--- config.mk ---
export PLATFORM = sky130hd
export DESIGN_NAME = printer_link_packet_receiver_top
export DESIGN_NICKNAME = d
export VERILOG_FILES = /design/src/rtl/plpr_pkg.sv /design/src/rtl/plpr_core.sv /design/src/rtl/printer_link_packet_receiver_top.sv
export SDC_FILE = /design/constraint.sdc
export NUM_CORES = 1
export LEC_CHECK = 0
export ABC_CLOCK_PERIOD_IN_PS = 4100
export BUFFER_PORTS_ARGS = -buffer_cell sky130_fd_sc_hd__buf_4
export CORE_MARGIN = 5
export CORE_UTILIZATION = 47
export DETAILED_ROUTE_END_ITERATION = 6
export PLACE_DENSITY = 0.65
export SYNTH_ARGS = -nofsm -noshare
export SYNTH_HDL_FRONTEND = slang
export SYNTH_SLANG_ARGS = --single-unit
--- constraint.sdc ---
create_clock -name clk -period 4.1 [get_ports clk]
set_input_delay 0.205 -clock clk [delete_from_list [all_inputs] [get_ports clk]]
set_output_delay 0.205 -clock clk [all_outputs]
set_load 0.05 [all_outputs]
--- src/rtl/plpr_pkg.sv ---
`default_nettype none

package plpr_pkg;

	// printer RAM address width (fill counter wraps at 2**RAM_ADDR_BITS)
	localparam int RAM_ADDR_BITS = 13;

	// width of the RAM address and length fields on the result word
	localparam int FIELD_BITS = 13;

	// protocol bytes
	localparam logic [7:0] SYNC_BYTE0 = 8'h88;
	localparam logic [7:0] SYNC_BYTE1 = 8'h33;
	localparam logic [7:0] ALIVE_REPLY = 8'h81;

	// command codes
	localparam logic [7:0] CMD_INIT  = 8'h01;
	localparam logic [7:0] CMD_PRINT = 8'h02;
	localparam logic [7:0] CMD_DATA  = 8'h04;

	// RAM fill level that reports "full" in the status byte
	localparam logic [31:0] FULL_LEVEL = 32'h0000_0280;

	// status byte bits
	localparam int ST_SUM_ERR = 0;
	localparam int ST_PRINT   = 2;
	localparam int ST_FULL    = 3;

	// receive phase
	typedef enum logic [2:0] {
		PH_SYNC   = 3'd0,
		PH_CMD    = 3'd1,
		PH_COMP   = 3'd2,
		PH_LEN    = 3'd3,
		PH_DATA   = 3'd4,
		PH_SUM    = 3'd5,
		PH_ALIVE  = 3'd6,
		PH_STATUS = 3'd7
	} phase_t;

	// one result word
	typedef struct packed {
		logic [FIELD_BITS-1:0] print_length;
		logic [7:0]            print_palette;
		logic                  print_start;
		logic                  ram_clear;
		logic [7:0]            ram_data;
		logic [FIELD_BITS-1:0] ram_addr;
		logic                  ram_write;
		logic [7:0]            tx_byte;
	} result_t;

	// fill counter onto a result field, truncated or zero-extended
	function automatic logic [FIELD_BITS-1:0] fill_to_field(
		input logic [RAM_ADDR_BITS-1:0] f);
		logic [31:0] w;
		w = 32'(f);
		return w[FIELD_BITS-1:0];
	endfunction

endpackage

`default_nettype wire

--- src/rtl/plpr_core.sv ---
`default_nettype none

module plpr_core (
	input  wire logic              clk,
	input  wire logic              arst_n,
	input  wire logic              step,
	input  wire logic [7:0]        rx_byte,
	output plpr_pkg::result_t      res
);

	plpr_pkg::phase_t phase_q, phase_d;
	logic [15:0] step_count_q, step_count_d;
	logic [7:0]  command_q, command_d;
	logic [15:0] data_length_q, data_length_d;
	logic [15:0] running_sum_q, running_sum_d;
	logic [15:0] received_sum_q, received_sum_d;
	logic        sum_ok_q, sum_ok_d;
	logic        print_req_q, print_req_d;
	logic [plpr_pkg::RAM_ADDR_BITS-1:0] fill_q, fill_d;
	logic [7:0]  palette_q, palette_d;
	logic [7:0]  reply_q, reply_d;

	logic [15:0] sum_plus;
	logic [15:0] step_plus;
	logic [15:0] rsum_full;
	logic [7:0]  status;

	assign sum_plus  = running_sum_q + 16'(rx_byte);
	assign step_plus = step_count_q + 16'd1;
	assign rsum_full = {rx_byte, received_sum_q[7:0]};

	// status byte as reported after a non-init packet
	always_comb begin
		status = '0;
		status[plpr_pkg::ST_SUM_ERR] = !sum_ok_q;
		status[plpr_pkg::ST_PRINT]   = print_req_q;
		status[plpr_pkg::ST_FULL]    = 32'(fill_q) >= plpr_pkg::FULL_LEVEL;
	end

	// next state and result for one received word
	always_comb begin
		phase_d        = phase_q;
		step_count_d   = step_count_q;
		command_d      = command_q;
		data_length_d  = data_length_q;
		running_sum_d  = running_sum_q;
		received_sum_d = received_sum_q;
		sum_ok_d       = sum_ok_q;
		print_req_d    = print_req_q;
		fill_d         = fill_q;
		palette_d      = palette_q;
		reply_d        = reply_q;
		res            = '0;

		unique case (phase_q)
			plpr_pkg::PH_SYNC: begin
				if (rx_byte == plpr_pkg::SYNC_BYTE0) begin
					step_count_d = 16'd1;
					reply_d      = '0;
				end else if (rx_byte == plpr_pkg::SYNC_BYTE1 && step_count_q == 16'd1) begin
					step_count_d = '0;
					phase_d      = plpr_pkg::PH_CMD;
					reply_d      = '0;
				end
			end
			plpr_pkg::PH_CMD: begin
				running_sum_d = sum_plus;
				command_d     = rx_byte;
				reply_d       = '0;
				phase_d       = plpr_pkg::PH_COMP;
			end
			plpr_pkg::PH_COMP: begin
				running_sum_d = sum_plus;
				reply_d       = '0;
				phase_d       = plpr_pkg::PH_LEN;
			end
			plpr_pkg::PH_LEN: begin
				running_sum_d = sum_plus;
				reply_d       = '0;
				if (step_count_q == '0) begin
					data_length_d = {8'h00, rx_byte};
					step_count_d  = 16'd1;
				end else begin
					data_length_d = {rx_byte, data_length_q[7:0]};
					phase_d = ({rx_byte, data_length_q[7:0]} != '0) ?
						plpr_pkg::PH_DATA : plpr_pkg::PH_SUM;
					step_count_d = '0;
					if (command_q == plpr_pkg::CMD_INIT) begin
						res.ram_clear = 1'b1;
						fill_d        = '0;
						print_req_d   = 1'b0;
					end
				end
			end
			plpr_pkg::PH_DATA: begin
				running_sum_d = sum_plus;
				reply_d       = '0;
				if (command_q == plpr_pkg::CMD_PRINT) begin
					if (step_count_q == 16'd2)
						palette_d = rx_byte;
				end else if (command_q == plpr_pkg::CMD_DATA) begin
					res.ram_write = 1'b1;
					res.ram_addr  = plpr_pkg::fill_to_field(fill_q);
					res.ram_data  = rx_byte;
					fill_d        = fill_q + {{(plpr_pkg::RAM_ADDR_BITS-1){1'b0}}, 1'b1};
				end
				step_count_d = step_plus;
				// last data word; a palette captured on this word goes out with it
				if (step_plus == data_length_q) begin
					phase_d      = plpr_pkg::PH_SUM;
					step_count_d = '0;
					if (command_q == plpr_pkg::CMD_PRINT) begin
						print_req_d       = 1'b1;
						res.print_start   = 1'b1;
						res.print_palette = palette_d;
						res.print_length  = plpr_pkg::fill_to_field(fill_q);
						fill_d            = '0;
					end
				end
			end
			plpr_pkg::PH_SUM: begin
				if (step_count_q == '0) begin
					received_sum_d = {8'h00, rx_byte};
					step_count_d   = 16'd1;
					reply_d        = '0;
				end else begin
					received_sum_d = rsum_full;
					sum_ok_d       = rsum_full == running_sum_q;
					running_sum_d  = '0;
					phase_d        = plpr_pkg::PH_ALIVE;
					step_count_d   = '0;
					reply_d        = plpr_pkg::ALIVE_REPLY;
				end
			end
			plpr_pkg::PH_ALIVE: begin
				phase_d = (rx_byte == '0) ? plpr_pkg::PH_STATUS : plpr_pkg::PH_SYNC;
				reply_d = plpr_pkg::ALIVE_REPLY;
			end
			plpr_pkg::PH_STATUS: begin
				reply_d = (command_q != plpr_pkg::CMD_INIT) ? status : 8'h00;
				phase_d = plpr_pkg::PH_SYNC;
			end
			default: begin
				phase_d = plpr_pkg::PH_SYNC;
			end
		endcase

		res.tx_byte = reply_d;
	end

	// protocol state
	always_ff @(posedge clk or negedge arst_n) begin
		if (!arst_n) begin
			phase_q        <= plpr_pkg::PH_SYNC;
			step_count_q   <= '0;
			command_q      <= '0;
			data_length_q  <= '0;
			running_sum_q  <= '0;
			received_sum_q <= '0;
			sum_ok_q       <= 1'b0;
			print_req_q    <= 1'b0;
			fill_q         <= '0;
			palette_q      <= '0;
			reply_q        <= '0;
		end else if (step) begin
			phase_q        <= phase_d;
			step_count_q   <= step_count_d;
			command_q      <= command_d;
			data_length_q  <= data_length_d;
			running_sum_q  <= running_sum_d;
			received_sum_q <= received_sum_d;
			sum_ok_q       <= sum_ok_d;
			print_req_q    <= print_req_d;
			fill_q         <= fill_d;
			palette_q      <= palette_d;
			reply_q        <= reply_d;
		end
	end

`ifndef SYNTHESIS
	// a data-phase word never leaves the step counter past the length
	assert property (@(posedge clk) disable iff (!arst_n)
		(phase_q == plpr_pkg::PH_DATA) |-> (step_count_q < data_length_q))
		else $error("data step count ran past length");

	// two-byte fields only ever see step count 0 or 1
	assert property (@(posedge clk) disable iff (!arst_n)
		(phase_q == plpr_pkg::PH_LEN || phase_q == plpr_pkg::PH_SUM) |->
		(step_count_q <= 16'd1))
		else $error("length/checksum step count out of range");

	// sum restarts after every checksum
	assert property (@(posedge clk) disable iff (!arst_n)
		(phase_q == plpr_pkg::PH_ALIVE) |-> (running_sum_q == '0))
		else $error("running sum not cleared after checksum");
`endif

endmodule

`default_nettype wire

--- src/rtl/printer_link_packet_receiver_top.sv ---
// Printer-side serial link packet receiver.
// Slave stream (s_axis_*): one received serial byte per word, tdata[7:0].
// Master stream (m_axis_*): one result word per input word, carrying the
// reply byte for the exchange, a printer RAM write, an init RAM clear and a
// print start with palette and length.
// Each accepted word is decoded in the cycle it is accepted and its result
// lands in the output register, so m_axis_tvalid rises in the cycle after
// input accept. Throughput is one word per cycle; the only limit is the
// single output register, which accepts a new word whenever it is empty or
// being emptied in the same cycle.
// If the downstream side stalls, the result holds in the output register and
// s_axis_tready drops until it is taken; no word is lost or repeated.
// Reset (arst_n low) returns the receiver to sync hunt with all counters,
// sums, flags, palette and reply cleared, and empties the output register.
`default_nettype none

module printer_link_packet_receiver_top (
	input  wire logic        clk,
	input  wire logic        arst_n,
	input  wire logic        s_axis_tvalid,
	output logic             s_axis_tready,
	input  wire logic [7:0]  s_axis_tdata,   // rx_byte[7:0]
	output logic             m_axis_tvalid,
	input  wire logic        m_axis_tready,
	// tx_byte[7:0], ram_write[8], ram_addr[21:9], ram_data[29:22],
	// ram_clear[30], print_start[31], print_palette[39:32],
	// print_length[52:40], zero[55:53]
	output logic [55:0]      m_axis_tdata
);

	plpr_pkg::result_t res;
	plpr_pkg::result_t result_s1;
	logic              valid_q;
	logic              accept;

	assign s_axis_tready = !valid_q || m_axis_tready;
	assign accept        = s_axis_tvalid && s_axis_tready;

	plpr_core u_core (
		.clk     (clk),
		.arst_n  (arst_n),
		.step    (accept),
		.rx_byte (s_axis_tdata),
		.res     (res)
	);

	// output valid
	always_ff @(posedge clk or negedge arst_n) begin
		if (!arst_n) begin
			valid_q <= 1'b0;
		end else if (s_axis_tready) begin
			valid_q <= s_axis_tvalid;
		end
	end

	// output payload
	always_ff @(posedge clk) begin
		if (accept) begin
			result_s1 <= res;
		end
	end

	assign m_axis_tvalid = valid_q;
	assign m_axis_tdata  = {3'b000, result_s1};

`ifndef SYNTHESIS
	// RAM fields are zero unless a write is flagged
	assert property (@(posedge clk) disable iff (!arst_n)
		(valid_q && !result_s1.ram_write) |->
		(result_s1.ram_addr == '0 && result_s1.ram_data == '0))
		else $error("RAM fields set without write");

	// print fields are zero unless print starts
	assert property (@(posedge clk) disable iff (!arst_n)
		(valid_q && !result_s1.print_start) |->
		(result_s1.print_palette == '0 && result_s1.print_length == '0))
		else $error("print fields set without print start");

	// a word is a RAM write, a clear or a print start, never two of them
	assert property (@(posedge clk) disable iff (!arst_n)
		valid_q |-> $onehot0({result_s1.ram_write, result_s1.ram_clear,
		result_s1.print_start}))
		else $error("conflicting RAM/print events in one word");
`endif

endmodule

`default_nettype wire

==> impl_results.md, run 1 <==
- Status: completed
- Core area: 15,890 µm²
- Die W: 137.4 µm
- Residual DRC: 0
- Compound-cell area share of the yosys netlist: 0.08927
- Drt via density: 5.584
- GP Congestion: 0.9226
- Mux cell area share after synthesis: 0.05350
- Post-Syn Area per Cell: between 10 and 15 µm²
- Setup TNS: 0 ps
- Final #Nets: 800
- Most used flip-flop cell after synthesis: dfrtp_1
- Drt wl/cell: 17.37 µm
- Crit path time final: 3420 ps
- Max Freq: 292.4 MHz
- Post-synth ARST share: 0.6513
- Row count: 46
- Rel. slew slack: 0.3973
- Worst ir drop on vdd: 0.3113 mV
- Final worst-path cycle share: 0.8341
- First-pass GRT wire length: 28.52 mm
- Initial drt markers: 444
- Leak: ~4 nW
- Initial antenna violation count: 0
- Worst-Margin Slew: 900.8 ps
- Cts hold-fix bufs: 2
- Drt first pass iters: 5
- Worst hold start: m_axis_tready
- DIE HEIGHT: ~140 µm
- Yosys cell types: 63
- Start of the worst register-to-register path: u_core.step_count_q[11]
- Synth Instances: 721
- Critical Path End Type: flop
- Root Driver: clkbuf_16
- Total detailed-routing wirelength: 17.40 mm
- Seq/Total Area, Yosys: 0.5336
- Global route overflow: 0
- Worst-path clk slew: 60 ps
- Synth Area in Simple Gates: 0.1964
- Detailed Place HPWL: 11.89 mm
- Clock sink total: 152
- N_diodes: 0
- Post-synth EDFFs: 53
- Num CTS Buffers: 17
- Unrepaired setup endpoints after global routing: no
- Post-Synthesis Cell Area: 7625 µm²
- DP Worst Slack: 824.7 ps
- Detail Route Antenna Nets: 0
- Max Root-Sink Buffers: 2
- PD cells: 590.8 nW/µm²
- Setup CP Type: reg -> reg
- Setup crit start kind: flop
- Routed vias: around 5,600
- CP Max Fanout: 12
- Final Skew: 15.99 ps
- Largest net degree at the start of global routing: 69
- XOR/XNOR Fraction of Synth Area: 0.06547
- Leading area contributor after synthesis: dfrtp_1
- Post-CTS sizing: 0
- Layout cell share with drive strength beyond 1: 0.1743
- Clk Latency, worst-skew pair: 420 ps
- I/O pin cnt: 70
- Crit path required time: 4450 ps
- Synth top area cells: dfrtp_1 (32%), edfxtp_1 (21%), mux2_2 (4.1%), and2_1 (3.5%), xnor2_1 (3.4%)
- CTS tree: yes
- Initial Util: 0.4800
- Max_cap viols: 0
- Worst hold path class: in -> reg
- CP arrival: between 3000 and 4000 ps
- Largest family of logic cells by synthesized area: simple AND/OR/NAND/NOR gates
- Synth warn: 0
- Total Die Area: 18,870 µm²
- Area Overhead vs Synth: 16.59%
- IO buf count: 66
- GRT Total Usage: 0.1940
- Yosys reg bits: between 150 and 200
- Slew Limit Fails: 0
- Final setup fails: 0
- H-tree depth: 4
- Yosys top cell area share: 0.3249
- Crit path launch: u_core.step_count_q[11]
- Vias in the first global route: ~5,500
- Fin worst setup slack: 680.1 ps
- Hold Vio Cnt, Final: 0
- Hold slack: 94.86 ps
- Area share of fa/ha/maj cells after synthesis: 0.02560
- Post-CTS setup buffers: 0
cell usage after synthesis (8+ instances only):
cell and n:
dfrtp_1 99, nor2_1 62, nand2_1 61, edfxtp_1 53, and2_1 43, o21ai_0 39
nand3_1 33, xnor2_1 30, mux2_2 28, xor2_1 27, clkbuf_1 22, inv_1 19
nor3_1 18, nand4_1 17, ha_1 14, a21oi_1 13, buf_2 12, and3_1 11
a22o_1 10, nor4_1 9, nand2b_1 8
routing by layer:
metal	track usage	up-vias	wire length, µm
li1	-	2647	-
met1	0.2665	2741	8031
met2	0.3090	187	8098
met3	0.04419	20	1035
met4	0.05820	0	237
met5	0	-	0
through the flow:
step,cells,area [µm²],util,total power [mW]
2_1_floorplan,723,7632,-,3.209
3_3_place_gp,968,8235,0.5184,3.539
3_5_place_dp,968,8235,0.5184,3.589
4_1_cts,1002,8890,0.5596,5.267
5_1_grt,1002,8890,0.5596,5.548
6_report,1002,8890,0.5596,5.252
worst max-delay path, stage by stage, from the launching register on:
cell,delay [ps]
dfrtp_1,450
nor4_1,490
nand4_1,210
o21ai_1,270
nor2b_1,190
nand2b_1,340
o21bai_1,370
nor2_1,760
a22o_1,270
placed cells by master (no fill, tap or decap), types with 3 or more instances in the layout:
| master | n |
|---|---|
| dfrtp_1 | 99 |
| o2bb2ai_1 | 4 |
| a31oi_1 | 4 |
| mux2_2 | 28 |
| and3_1 | 11 |
| nand2_1 | 61 |
| nand3b_1 | 3 |
| or3_1 | 5 |
| bufinv_16 | 4 |
| o211ai_1 | 3 |
| xor2_1 | 27 |
| inv_1 | 19 |
| and2_1 | 43 |
| nand4_1 | 17 |
| a22o_1 | 10 |
| and4_1 | 7 |
| a21o_1 | 4 |
| edfxtp_1 | 53 |
| o41ai_1 | 3 |
| ha_1 | 14 |
| nand2b_1 | 8 |
| nor3_1 | 18 |
| nor2_1 | 62 |
| clkinv_4 | 4 |
| nor4_1 | 9 |
| xnor2_1 | 30 |
| clkbuf_16 | 17 |
| nor2b_1 | 7 |
| mux2i_1 | 7 |
| a21oi_1 | 13 |
| o21a_1 | 3 |
| buf_4 | 70 |
| o31ai_1 | 3 |
| nand3_1 | 33 |
| o21ai_0 | 39 |
| conb_1 | 3 |
| clkbuf_1 | 3 |
state kept, by name (all words and copies together), names as in the netlist:
name and cells:
u_core.print_req_q 1, u_core.reply_q 8, u_core.fill_q 13, u_core.palette_q 8, u_core.step_count_q 16, u_core.received_sum_q 8
m_axis_tvalid 1, u_core.phase_q 3, u_core.running_sum_q 16, u_core.sum_ok_q 1, u_core.data_length_q 16, m_axis_tdata 53
u_core.command_q 8
area by class of cell:
class	instances	area [µm²]
clock buffer	22	464.2
clock inverter	10	170.2
fill	1376	6995
inverter	21	78.83
multi-input combinational	509	3292
sequential	152	4069
tap	216	270.3
timing repair buffer	72	545.5
cell families after synthesis:
family,Yosys count
and+or+nand+nor,293
buffers and inverters,62
AOI/OAI and AO/OA,104
adders and majority gates,15
muxes,37
other,1
DFF,152
xor gates and xnor gates,57
final timing paths:
| check | cells after the start | to | slack (ps) |
|---|---|---|---|
| max | 8 | u_core.step_count_q[10] | 680 |
| max in group asynchronous | 3 | u_core.print_req_q | 2650 |
| min in group asynchronous | 2 | u_core.step_count_q[5] | 470 |
| min reg2reg | 2 | u_core.reply_q[3] | 480 |
| max reg2reg | 8 | u_core.step_count_q[10] | 680 |
| min | 3 | m_axis_tvalid | 90 |
power breakdown:
group	internal, mW	total, mW	switching (mW)
Combinational	0.581	1.46	0.877
Sequential	1.84	2.12	0.282
Clock	1.06	1.67	0.617
Total	3.48	5.25	1.78
No activity file was read; power rests on OpenSTA's default activity.
==> run 2, diff against run 1 <==
--- a/config.mk
+++ b/config.mk
@@ -5,12 +5,13 @@
 export SDC_FILE = /design/constraint.sdc
 export NUM_CORES = 1
 export LEC_CHECK = 0
-export ABC_CLOCK_PERIOD_IN_PS = 4100
+export ABC_AREA = 1
+export ABC_CLOCK_PERIOD_IN_PS = 2950
 export BUFFER_PORTS_ARGS = -buffer_cell sky130_fd_sc_hd__buf_4
 export CORE_MARGIN = 5
 export CORE_UTILIZATION = 47
 export DETAILED_ROUTE_END_ITERATION = 6
-export PLACE_DENSITY = 0.65
+export PLACE_DENSITY = 0.68
 export SYNTH_ARGS = -nofsm -noshare
 export SYNTH_HDL_FRONTEND = slang
 export SYNTH_SLANG_ARGS = --single-unit
==> constraint.sdc (replaced) <==
create_clock -name clk -period 2.95 [get_ports clk]
set_input_delay 0.1475 -clock clk [delete_from_list [all_inputs] [get_ports clk]]
set_output_delay 0.1475 -clock clk [all_outputs]
set_load 0.05 [all_outputs]
==> run 2 against run 1 <==
  * Non-clock buffer count up 9
  * Setup slack got worse by 300 ps
  * Sequential share of layout area shrank 2.7 points
  * Utilization is 0.66 points higher
  * Area after synthesis is 5.5% higher
  * First-iteration DRC count grew 8.6%
  * Critical path type unchanged
  * Largest cell class unchanged
==> impl_results.md, run 2 <==
- Worst-Margin Slew: 723.9 ps
- H-tree depth: 4
- Worst hold path class: in -> reg
- N_diodes: 0
- Status: completed
- Setup TNS: 0 ps
- Global route overflow: 0
- Post-synth EDFFs: 53
- Post-Syn Area per Cell: 8.432 µm²
- CP Max Fanout: 22
- Setup crit start kind: flop
- Drt via density: about 5.2
- Setup CP Type: reg -> reg
- Routed vias: 6,595
- Start of the worst register-to-register path: u_core.step_count_q[0]
- Largest net degree at the start of global routing: 100
- Crit path time final: approximately 2600 ps
- Residual DRC: 0
- Worst hold start: m_axis_tready
- Final setup fails: 0
- Final worst-path cycle share: 0.8711
- CTS tree: yes
- Largest stage delay, worst path: between 400 and 500 ps
- Yosys reg bits: 152
- Top delay family on crit path: simple AND/OR/NAND/NOR gates
- Total detailed-routing wirelength: 19.51 mm
- Row count: 47
- Post-Synthesis Cell Area: 8044 µm²
- DIE HEIGHT: 140.8 µm
- I/O pin cnt: 70
- Clk Latency, worst-skew pair: 420 ps
- Post-synth ARST share: 0.6513
- Fin util: 0.5662
- Hold Vio Cnt, Final: 0
- Final #Nets: 1,063
- Hold EP: m_axis_tvalid
- Critical Path End Type: flop
- Clock sink total: between 150 and 200
- Max_cap viols: 0
- Leak: around 4.5 nW
- Rel. slew slack: 0.5169
- Cts hold-fix bufs: 2
- Most frequent cells in the layout: nand2_1 (235), inv_1 (134), nor2_1 (101)
- Die W: 140.8 µm
- Max Freq: a little under 400 MHz
- Post-CTS setup buffers: 0
- GRT Total Usage: 0.2010
- Top-count cell post-synth: nand2_1
- Drt wl/cell: 15.38 µm
- Reg2reg setup slack: 380 ps
- Detail Route Antenna Nets: 0
- Crit path required time: around 3200 ps
- Seq/Total Area, Yosys: 0.5058
- Max Root-Sink Buffers: 2
- Worst ir drop on vdd: 0.4601 mV
- GP Congestion: 0.9217
- Max stage delay cell, worst path: dfrtp_1
- Yosys top cell area share: 0.3080
- PD cells: approximately 580 nW/µm²
- Initial drt markers: approximately 480
- Yosys cell types: 47
- CP arrival: about 2800 ps
- Core area: roughly 17,000 µm²
- Synth top area cells: dfrtp_1 (31%), edfxtp_1 (20%), nand2_1 (11%), inv_1 (6.3%), nor2_1 (4.7%)
- Leading area contributor after synthesis: dfrtp_1
- Drt first pass iters: 5
- Worst-path clk slew: approximately 70 ps
- Initial Util: 0.4816
- Layout cell share with drive strength beyond 1: 0.1506
- IO buf count: 66
- First-pass GRT wire length: 31.92 mm
- Critical path's most frequent cell: nor2_1
- DP Worst Slack: approximately 380 ps
- Commonest non-fill, non-tap cell in the layout: nand2_1
- R2R Path End: m_axis_tdata[51]
- Crit-path cells: inv_1 > ha_1 > xnor2_1 > o21ai_0 > nor2_1 > nand3_1 > nor2_1 > nand3b_1 > nor2_1 > nand4_1 > buf_4 > nor3_1
- Post-CTS sizing: 0
- Synth Instances: around 950
- Worst reg2reg path depth: 12
- Fin worst setup slack: 380.2 ps
- Area Overhead vs Synth: 17.56%
- Hold Crit Depth: 4
- Most used flip-flop cell after synthesis: dfrtp_1
- Slew Limit Fails: 0
- Detailed Place HPWL: 13.92 mm
- Vias in the first global route: approximately 6,300
- Max reg flops: 53
- Bufs and invs on worst path: 2
- Root Driver: clkbuf_16
- Final Skew: slightly below 10 ps
- Total Die Area: 19,830 µm²
- Initial antenna violation count: 0
- Power Total: between 5 and 6 mW
- Unrepaired setup endpoints after global routing: no
- Num CTS Buffers: 17
- Most frequent cells after synthesis: nand2_1 (235), inv_1 (134), nor2_1 (101), dfrtp_1 (99), o21ai_0 (65)
- Synth warn: 0
run 2: cell type report:
cell class | instances | area [µm²]
repair buffers | 81 | 625.6
fillers | 1517 | 7244
multi-input cells | 645 | 3354
well taps | 220 | 275.3
clock inverters | 15 | 183.9
flip-flops and latches | 152 | 4070
inverters | 139 | 521.8
clock buffers | 17 | 425.4
run 2: tightest hold or removal path: stages:
cell	delay, ps
buf_4	80
inv_1	60
nand2_1	80
nand2_1	50
run 2: per-layer routing:
metal | part of all wire | GRT usage | vias to the layer above
met3 | 0.056 | 0.03285 | 27
met5 | 0 | 0 | -
met2 | 0.48 | 0.3329 | 186
met4 | 0.019 | 0.06221 | 0
li1 | - | - | 3256
met1 | 0.44 | 0.2727 | 3126
run 2: where the power goes:
group / total, mW / internal, mW / switching [mW]
clock: 2.25 / 1.28 / 0.969
combinational: 0.819 / 0.257 / 0.562
sequential: 2.39 / 2.33 / 0.0670
total: 5.47 / 3.87 / 1.60
run 2: cells by family (layout without fill, tap and decap cells):
kind of cell,after synthesis,in the layout,share of synthesized area
adder cells (fa/ha/maj),15,15,0.02427
AO/OA/AOI/OAI,102,102,0.07062
buffers and inverters,159,252,0.07901
AND/OR/NAND/NOR,489,489,0.2794
XOR/XNOR,28,28,0.03049
multiplexers,8,8,0.009955
other,1,3,0.0004662
flip-flops,152,152,0.5058
run 2: worst max path at each step:
stage / startpoint / to / slack (ps) / depth (start not counted)
finish: u_core.step_count_q[0] / m_axis_tdata[51] / 380 / 12
global route: u_core.step_count_q[3] / u_core.running_sum_q[10] / 110 / 11
CTS: u_core.step_count_q[0] / m_axis_tdata[51] / 370 / 12
detailed placement: u_core.step_count_q[0] / m_axis_tdata[51] / 380 / 12
global placement: u_core.step_count_q[0] / m_axis_tdata[51] / 420 / 12
floorplan: m_axis_tvalid / u_core.fill_q[9] / 100 / 10
run 2: per-stage QoR:
stage | hold WS (ps) | cells | area, µm²
after CTS | 5.325 | 1269 | 9457
after global routing | 76.18 | 1269 | 9457
after floorplan | -148.1 | 956 | 8060
after detailed placement | 261.5 | 1235 | 8827
final | 23.92 | 1269 | 9457
after global placement | 266.8 | 1235 | 8827
